===== src/rtl/segx_pkg.sv =====
// ----------------------------------------------------------------------------
// Segment intersection package
// Payload types and status codes shared by the front end, the queue and the back end.
// ----------------------------------------------------------------------------
package segx_pkg;

    // Coordinate width of every Q12.4 field.
    localparam int COORD_WIDTH = 16;

    // Input transfer: two segments, signed Q12.4 coordinates.
    typedef struct packed {
        logic signed [COORD_WIDTH-1:0] first_start_x;
        logic signed [COORD_WIDTH-1:0] first_start_y;
        logic signed [COORD_WIDTH-1:0] first_end_x;
        logic signed [COORD_WIDTH-1:0] first_end_y;
        logic signed [COORD_WIDTH-1:0] second_start_x;
        logic signed [COORD_WIDTH-1:0] second_start_y;
        logic signed [COORD_WIDTH-1:0] second_end_x;
        logic signed [COORD_WIDTH-1:0] second_end_y;
    } t_seg_in;

    // Result transfer.
    typedef struct packed {
        logic [1:0]                    hit_status;
        logic signed [COORD_WIDTH-1:0] cross_x;
        logic signed [COORD_WIDTH-1:0] cross_y;
    } t_seg_out;

    localparam logic [1:0] HIT_NONE = 2'd0;
    localparam logic [1:0] HIT_POS  = 2'd1;
    localparam logic [1:0] HIT_NEG  = 2'd2;

endpackage


===== src/rtl/segx_back.sv =====
// ----------------------------------------------------------------------------
// Segment intersection back end
// Pipelined restoring divider for the ratio, then the crossing point.
// ----------------------------------------------------------------------------
module segx_back import segx_pkg::*; #(
    parameter int COORD_WIDTH     = 16,
    parameter int RATIO_FRAC_BITS = 16
) (
    input  logic        i_clk,
    input  logic        i_rst_n,
    input  logic        i_en,
    input  logic        i_valid,
    input  logic        i_hit,
    input  logic        i_fneg,
    input  logic signed [2*COORD_WIDTH+3:0] i_aa,
    input  logic signed [2*COORD_WIDTH+3:0] i_f,
    input  logic signed [COORD_WIDTH:0]     i_bx,
    input  logic signed [COORD_WIDTH:0]     i_by,
    input  logic signed [COORD_WIDTH-1:0]   i_p2x,
    input  logic signed [COORD_WIDTH-1:0]   i_p2y,
    output logic        o_valid,
    output logic [1:0]  o_status,
    output logic signed [COORD_WIDTH-1:0] o_x,
    output logic signed [COORD_WIDTH-1:0] o_y
);
    localparam int PW = 2 * COORD_WIDTH + 4;
    localparam int MW = PW - 1;
    localparam int RF = RATIO_FRAC_BITS;
    localparam int NS = RF + 1;
    localparam int DW = COORD_WIDTH + 1;
    localparam int XW = DW + RF + 2;
    localparam int SW = COORD_WIDTH + 2;

    logic [NS:0]          r_v;
    logic [NS:0]          r_hit, r_neg, r_one;
    logic [MW:0]          r_rem [NS+1];
    logic [MW-1:0]        r_den [NS+1];
    logic [RF:0]          r_q   [NS+1];
    logic signed [DW-1:0] r_bx  [NS+1], r_by [NS+1];
    logic signed [COORD_WIDTH-1:0] r_px [NS+1], r_py [NS+1];

    logic [MW-1:0] na, nf;
    logic          zero_q;

    // Magnitudes; q is zero when aa is zero or its sign differs from f.
    assign na     = MW'(i_aa[PW-1] ? -i_aa : i_aa);
    assign nf     = MW'(i_fneg ? -i_f : i_f);
    assign zero_q = (i_aa == '0) || (i_aa[PW-1] != i_fneg);

    always_ff @(posedge i_clk) begin
        if (!i_rst_n) begin
            r_v <= '0;
        end else if (i_en) begin
            r_v <= {r_v[NS-1:0], i_valid};
        end
    end

    // Division chain: one quotient bit per stage, MSB (the integer bit) first.
    always_ff @(posedge i_clk) begin
        if (i_en) begin
            r_rem[0] <= {1'b0, zero_q ? MW'(0) : na};
            r_den[0] <= nf;
            r_q[0]   <= '0;
            r_hit[0] <= i_hit;
            r_neg[0] <= i_fneg;
            r_one[0] <= !zero_q && (na >= nf);
            r_bx[0]  <= i_bx;
            r_by[0]  <= i_by;
            r_px[0]  <= i_p2x;
            r_py[0]  <= i_p2y;
            for (int k = 0; k < NS; k++) begin
                if (r_rem[k] >= {1'b0, r_den[k]}) begin
                    r_rem[k+1] <= (r_rem[k] - {1'b0, r_den[k]}) << 1;
                    r_q[k+1]   <= {r_q[k][RF-1:0], 1'b1};
                end else begin
                    r_rem[k+1] <= r_rem[k] << 1;
                    r_q[k+1]   <= {r_q[k][RF-1:0], 1'b0};
                end
                r_den[k+1] <= r_den[k];
                r_hit[k+1] <= r_hit[k];
                r_neg[k+1] <= r_neg[k];
                r_one[k+1] <= r_one[k];
                r_bx[k+1]  <= r_bx[k];
                r_by[k+1]  <= r_by[k];
                r_px[k+1]  <= r_px[k];
                r_py[k+1]  <= r_py[k];
            end
        end
    end

    // Ratio complement s = 1 - q.
    logic [RF:0] q, s;
    assign q = r_one[NS] ? (RF+1)'(1) << RF : r_q[NS];
    assign s = ((RF+1)'(1) << RF) - q;

    // Scaling, one multiply per axis, registered.
    logic signed [XW-1:0] r_mx, r_my;
    logic                 r_vm, r_hm, r_nm;
    logic signed [COORD_WIDTH-1:0] r_qx, r_qy;
    always_ff @(posedge i_clk) begin
        if (!i_rst_n) begin
            r_vm <= 1'b0;
        end else if (i_en) begin
            r_vm <= r_v[NS];
        end
    end
    always_ff @(posedge i_clk) begin
        if (i_en) begin
            r_mx <= XW'(r_bx[NS]) * XW'(signed'({1'b0, s}));
            r_my <= XW'(r_by[NS]) * XW'(signed'({1'b0, s}));
            r_hm <= r_hit[NS];
            r_nm <= r_neg[NS];
            r_qx <= r_px[NS];
            r_qy <= r_py[NS];
        end
    end

    // Round half up, add the start point and saturate.
    logic signed [XW-1:0] rx, ry;
    logic signed [SW-1:0] sx, sy;
    localparam logic signed [SW-1:0] CMAX = SW'((1 << (COORD_WIDTH-1)) - 1);
    localparam logic signed [SW-1:0] CMIN = -CMAX - SW'(1);
    assign rx = (r_mx + (XW'(1) <<< (RF-1))) >>> RF;
    assign ry = (r_my + (XW'(1) <<< (RF-1))) >>> RF;
    assign sx = SW'(rx) + SW'(r_qx);
    assign sy = SW'(ry) + SW'(r_qy);

    always_ff @(posedge i_clk) begin
        if (!i_rst_n) begin
            o_valid <= 1'b0;
        end else if (i_en) begin
            o_valid <= r_vm;
        end
    end
    always_ff @(posedge i_clk) begin
        if (i_en) begin
            o_status <= r_hm ? (r_nm ? HIT_NEG : HIT_POS) : HIT_NONE;
            o_x <= !r_hm ? '0 : (sx > CMAX) ? CMAX[COORD_WIDTH-1:0]
                 : (sx < CMIN) ? CMIN[COORD_WIDTH-1:0] : sx[COORD_WIDTH-1:0];
            o_y <= !r_hm ? '0 : (sy > CMAX) ? CMAX[COORD_WIDTH-1:0]
                 : (sy < CMIN) ? CMIN[COORD_WIDTH-1:0] : sy[COORD_WIDTH-1:0];
        end
    end
endmodule


===== config.mk =====
export PLATFORM = sky130hd
export DESIGN_NAME = segx_back
export DESIGN_NICKNAME = d
export VERILOG_FILES = /design/src/rtl/segx_pkg.sv /design/src/rtl/segx_back.sv
export SDC_FILE = /design/constraint.sdc
export NUM_CORES = 2
export LEC_CHECK = 0
export ABC_CLOCK_PERIOD_IN_PS = 7500
export BUFFER_PORTS_ARGS = -buffer_cell sky130_fd_sc_hd__buf_2
export CAP_MARGIN = 30
export CELL_PAD_IN_SITES_DETAIL_PLACEMENT = 0
export CELL_PAD_IN_SITES_GLOBAL_PLACEMENT = 2
export CORE_MARGIN = 3
export CORE_UTILIZATION = 30
export CTS_CLUSTER_SIZE = 28
export DETAILED_ROUTE_END_ITERATION = 10
export GPL_ROUTABILITY_DRIVEN = 0
export PLACE_DENSITY = 0.67
export SLEW_MARGIN = 0
export SYNTH_ARGS = -nofsm -noshare
export SYNTH_HDL_FRONTEND = slang
export SYNTH_SLANG_ARGS = --single-unit

===== constraint.sdc =====
create_clock -name i_clk -period 7.5 [get_ports i_clk]
set_input_delay 0.75 -clock i_clk [delete_from_list [all_inputs] [get_ports i_clk]]
set_output_delay 0.75 -clock i_clk [all_outputs]
set_load 0.01 [all_outputs]

**Word level (Yosys, flattened, before mapping)**

Memories as Yosys holds them, arrays and structs flattened. A register that Yosys moved wholly into a read port is not among the register bits.
Index checks and enable logic that the tools add are counted.

- Bits in read-only memories: 0
- Logic and storage cells: 259
- Flip-flop bits (word level): 178
- Bits in latches: 0
- Bits in writable memories: 2,772
- Memories: 7
- Bits of input ports: 144

- Divide/modulo/power cells: 0
- Eq/ne operators: 1
- Bitwise logic cells: 35
- Reductions and logical operators: 6
- Multiply operators: 2
- Add/subtract/negate cells: 24
- Order comparisons: 22
- Shifts and indexed selects: 0
- Mux-type cells: 147

Memory list:

| memory | words | width | read ports | clocked after Yosys merged registers in | wr ports | RTL line | source |
|---|---|---|---|---|---|---|---|
| r_rem | 18 | 36 | 17 | 0 | 18 | segx_back.sv:36 | `logic [MW:0] r_rem [NS+1];` |
| r_den | 18 | 35 | 17 | 0 | 18 | segx_back.sv:37 | `logic [MW-1:0] r_den [NS+1];` |
| r_bx | 18 | 17 | 18 | 0 | 18 | segx_back.sv:39 | `logic signed [DW-1:0] r_bx [NS+1], r_by [NS+1];` |
| r_by | 18 | 17 | 18 | 0 | 18 | segx_back.sv:39 |  |
| r_q | 18 | 17 | 18 | 0 | 18 | segx_back.sv:38 | `logic [RF:0] r_q [NS+1];` |
| r_px | 18 | 16 | 18 | 1 | 18 | segx_back.sv:40 | `logic signed [COORD_WIDTH-1:0] r_px [NS+1], r_py [NS+1];` |
| +1 memories | - | - | - | - | - | - |  |

Operators by type and width:

| cell | count |
|---|---|
| $ge 36x35->1 | 17 |
| $mux 36 | 17 |
| $sub 35x35->35 | 17 |
| $mux 17 | 18 |
| $mux 35 | 3 |
| $mux 1 | 104 |
| $neg 35->35 | 2 |
| $add 34x17->34 const B | 2 |
| $mul 17x18->34 | 2 |
| $add 18x16->18 | 2 |
| $gt 18x16->1 const B | 2 |
| $logic_not 36->1 | 1 |
| $lt 18x16->1 const B | 2 |
| $ge 35x35->1 | 1 |
| $or 1x1->1 | 34 |
| $mux 16 | 2 |
| $mux 15 | 2 |
| $sub 17x17->17 const A | 1 |
| $reduce_or 2->1 | 2 |
| $mux 2 | 1 |
| $logic_and 1x1->1 | 1 |
| $logic_not 1->1 | 1 |
| $logic_or 1x1->1 | 1 |
| $ne 1x1->1 | 1 |
| $not 1->1 | 1 |

**Depth between registers and ports, before layout**

- Word-level depth: 5
- Depth in mapped cells: 33
- Gate-level depth less buffers: 29

**Worst setup path before layout**

Ideal clock, no wire load.

- Kind: reg2reg
- Start: register r_one[17]
- End: register r_my[33], data pin
- Data arrival time: 7,646 ps
- Slack: -406 ps
- Data required time: 7,240 ps
- Cell stages (with the launch flop): 32
- Period minus slack after synthesis: 7,906 ps
- Setup time: 260 ps
- Path buffers: 4
- Cell sequence: edfxtp_1 clkbuf_1 inv_1 clkbuf_1 clkbuf_1 nand2_1 ha_1 o21a_1 o21ai_1 o31a_1 clkbuf_1 nand2_1 fa_1 fa_1 fa_1 inv_1 fa_1 fa_1 inv_1 fa_1 inv_1 ha_1 a21o_1 a21oi_1 o22ai_1 o311a_1 a221o_1 o21ai_0 o21bai_1 a21oi_1 o21ba_2 xnor2_1

- Longest elaborated chain between the ends: 3

Ends and longest elaborated chain:

| what | RTL line | source |
|---|---|---|
| start, declared | segx_back.sv:35 | `logic [NS:0] r_hit, r_neg, r_one;` |
| start signal, assigned by index | segx_back.sv:82 | `r_one[k+1] <= r_one[k];` |
| $mux 17 | segx_back.sv:93 | `assign q = r_one[NS] ? (RF+1)'(1) << RF : r_q[NS];` |
| $sub 17x17->17 | segx_back.sv:94 | `assign s = ((RF+1)'(1) << RF) - q;` |
| $mul 17x18->34 | segx_back.sv:110 | `r_my <= XW'(r_by[NS]) * XW'(signed'({1'b0, s}));` |
| end signal, assigned | segx_back.sv:110 |  |
| end, declared | segx_back.sv:97 | `logic signed [XW-1:0] r_mx, r_my;` |

Every way passes these cells.
A chain may end at the register's enable or synchronous reset.

==> results.toml <==
[drt]
drt_iter0_drc = 4070
via_count = 83381
drt-pass1-iter-count = 5
post_drt_via_cell_ratio = 4.49
wl_per_cell_um = 16.7
routed_wirelength_mm = 310
drc = 0
ant_nets = 0

[final_layout]
final-instance-count-excl-fill = 18589
syn_to_final_growth_pct = 15.0
drive_above_1_share_pct = 11.0
layout.nets = 13494

[timing]
period_minus_slack_ps = 7530
tightest_slew_ps = 1070
rsz0062_at_grt = "yes"
slew_headroom_pct = 28.9
period_share_pct = 100
fin_setup_tns_ps = -29.5
clock_skew_ps = 70.7
timing.fmax_mhz = 133
slew_violations = 0
setup_viol = 1
hold_viol = 0
final.setup.worst_slack_ps = -29.5

[power_and_ir_drop]
power.density_nw_per_um2 = 456
irDropWorstVdd_uv = 663
power.total_mw = 75.2
p_int_mw = 47.6
p_sw_share_pct = 36.7
power_frac_seq_pct = 29.8
switchingPower_mw = 27.6
power_frac_comb_pct = 50.9
power_frac_clock_pct = 19.3
p_leak_nw = 66.1

[grt]
grt_max_degree = 173
top_usage_layer = "met2"
grt_pass1_wl_mm = 490
use_met3_pct = 1.75
grt_pass1_vias = 86345
grtUsageTotal_pct = 12.5
met2_usage_pct = 23.0
grt_util_met1_pct = 15.3
antenna_found_initial = 5
gr-total-overflow = 0

[yosys]
avgSynthCellArea_um2 = 12.5
async_flop_share_pct = 0
synth_area_um2 = 143000
syn_nets = 12962
ys_ff_latch = 2711
yosysTopAreaCell = "edfxtp_1"
yosysSeqAreaShare_pct = 56.6
synth_common_cells = "2690 x edfxtp_1, 1440 x inv_1, 906 x ha_1, 758 x a21oi_1, 676 x nand2_1"
yosys_warnings = 0
yosysMostFrequentCell = "edfxtp_1"
ys.flop_type = "edfxtp_1"
synth_area_leaders = "edfxtp_1 56%, ha_1 7.9%, fa_1 6.5%, inv_1 3.8%, xnor2_1 2.7%"
synth_cell_types = 87
synth_cells = 11448
synth_largest_type_area_fraction_pct = 56.3
synth_edf_count = 2690

[placement]
place_ws_ps = -499
place_inst = 17950
dpl.hpwl_mm = 233
port_buffers = 177

[worst_setup_path]
crit_family = "adder cells"
path_max_fanout = 4
cpPeakStageDelay_ps = 550
worst-path-buf-inv = 6
cpMaxStageDelayCell = "fa_1"
worstPathRequired_ps = 8170
crit_top_cell = "fa_1"
crit_type = "reg2reg"
start_kind = "register"
critPathArrivalTime_ps = 8200
end_kind = "register"

[cts]
cts_num_sinks = 2711
cts_buffers = 310
clk_latency_ps = 940
cts-root-buf = "clkbuf_16"
max-clock-path-buffers = 4
htree_levels = 5
cts_tree = "yes"
clkTransAtPathRegs_ps = 60

[die]
num_rows = 253
die_h_um = 697
die_w_um = 697
pin_count = 179
start_util_pct = 30.2
core_um2 = 475000
die-area_um2 = 486000

[job]
maxCapViolCount = 0

[run_status]
failed_checks = "negative setup slack"
status = "finished, violations left"

[min_path]
hold_class = "in2reg"
==> stage by stage <==
stage / utilization, % / instance area [um^2] / hold WS (ps)
2_1_floorplan: - / 143000 / 400
3_3_place_gp: 32.3 / 153000 / 401
3_5_place_dp: 32.3 / 154000 / 405
4_1_cts: 34.5 / 164000 / 32.1
5_1_grt: 34.7 / 165000 / 75.8
6_report: 34.7 / 165000 / 130
==> cell families after synthesis <==
group                    count (synthesis)  synth area share (%)
AO/OA/AOI/OAI                         2220                  9.80
XOR/XNOR                               656                  4.01
adder cells (fa/ha/maj)               1370                  14.4
flip-flops                            2711                  56.6
buffers and inverters                 1761                  4.64
multiplexers                           266                  2.06
AND/OR/NAND/NOR                       2464                  8.50
==> power groups by stage <==
stage / combinational, mW / sequential [mW] / clock [mW]
floorplan: 24.4 / 22.1 / 0
global placement: 35.5 / 22.8 / 0
finish: 38.2 / 22.4 / 14.5
global route: 43.4 / 22.7 / 15.8
CTS: 36.6 / 22.5 / 15.1
detailed placement: 35.2 / 22.8 / 0
==> layer usage <==
metal / vias to the layer above / wire (um)
li1: 41840 / -
met2: 1022 / 158000
met5: - / 0
met3: 454 / 9660
met4: 0 / 7860
met1: 40065 / 134000
==> cell type report <==
cell class / count / area (um^2)
inverters: 1442 / 5420
flip-flops and latches: 2711 / 81200
well taps: 6375 / 7980
diodes: 2 / 5.00
clock buffers: 380 / 8130
clock inverters: 164 / 1590
multi-input cells: 6976 / 56400
repair buffers: 539 / 4200
fillers: 46897 / 311000
==> cell usage in the layout, fill, tap and decap left out, drive strengths merged, types with 150 or more instances in the layout <==
cell    netlist  final
xnor2       439    439
edfxtp     2690   2690
fa          464    464
xor2        217    217
inv        1440   1456
o21ai       427    427
mux2        232    232
buf          34    471
nor2        574    574
a21o        326    326
nand2       676    676
and2        327    327
ha          906    906
nand3       150    150
a21oi       758    758
clkbuf      285    380
==> registers in the layout (all words and copies together) (netlist names), 2 cells and up <==
| register | count |
|---|---|
| r_neg | 18 |
| o_x | 16 |
| r_den | 595 |
| o_status | 2 |
| r_qx | 16 |
| r_my | 19 |
| r_v | 18 |
| r_mx | 19 |
| r_by | 306 |
| r_px | 288 |
| r_q | 153 |
| r_qy | 16 |
| r_bx | 306 |
| o_y | 16 |
| r_hit | 18 |
| r_py | 288 |
| r_rem | 595 |
| r_one | 18 |
==> timing repair <==
action,4_1_cts,5_1_grt
pin swaps,15,113
gates resized for setup,49,132
endpoints found under the hold margin,68,0
endpoints found under the setup margin,18,25
setup buffers,10,17
hold buffers,68,0
==> worst paths after layout <==
path	from	cells after the start	end	slack (ps)
setup / recovery	r_q[17][7]	29	r_my[33]	-30
hold / removal	i_f[0]	1	r_den[0][0]	130
setup reg to reg	r_q[17][7]	29	r_my[33]	-30
hold reg to reg	r_q[9][0]	0	r_q[10][1]	360
Note: power is estimated with default switching activity, not from simulation.
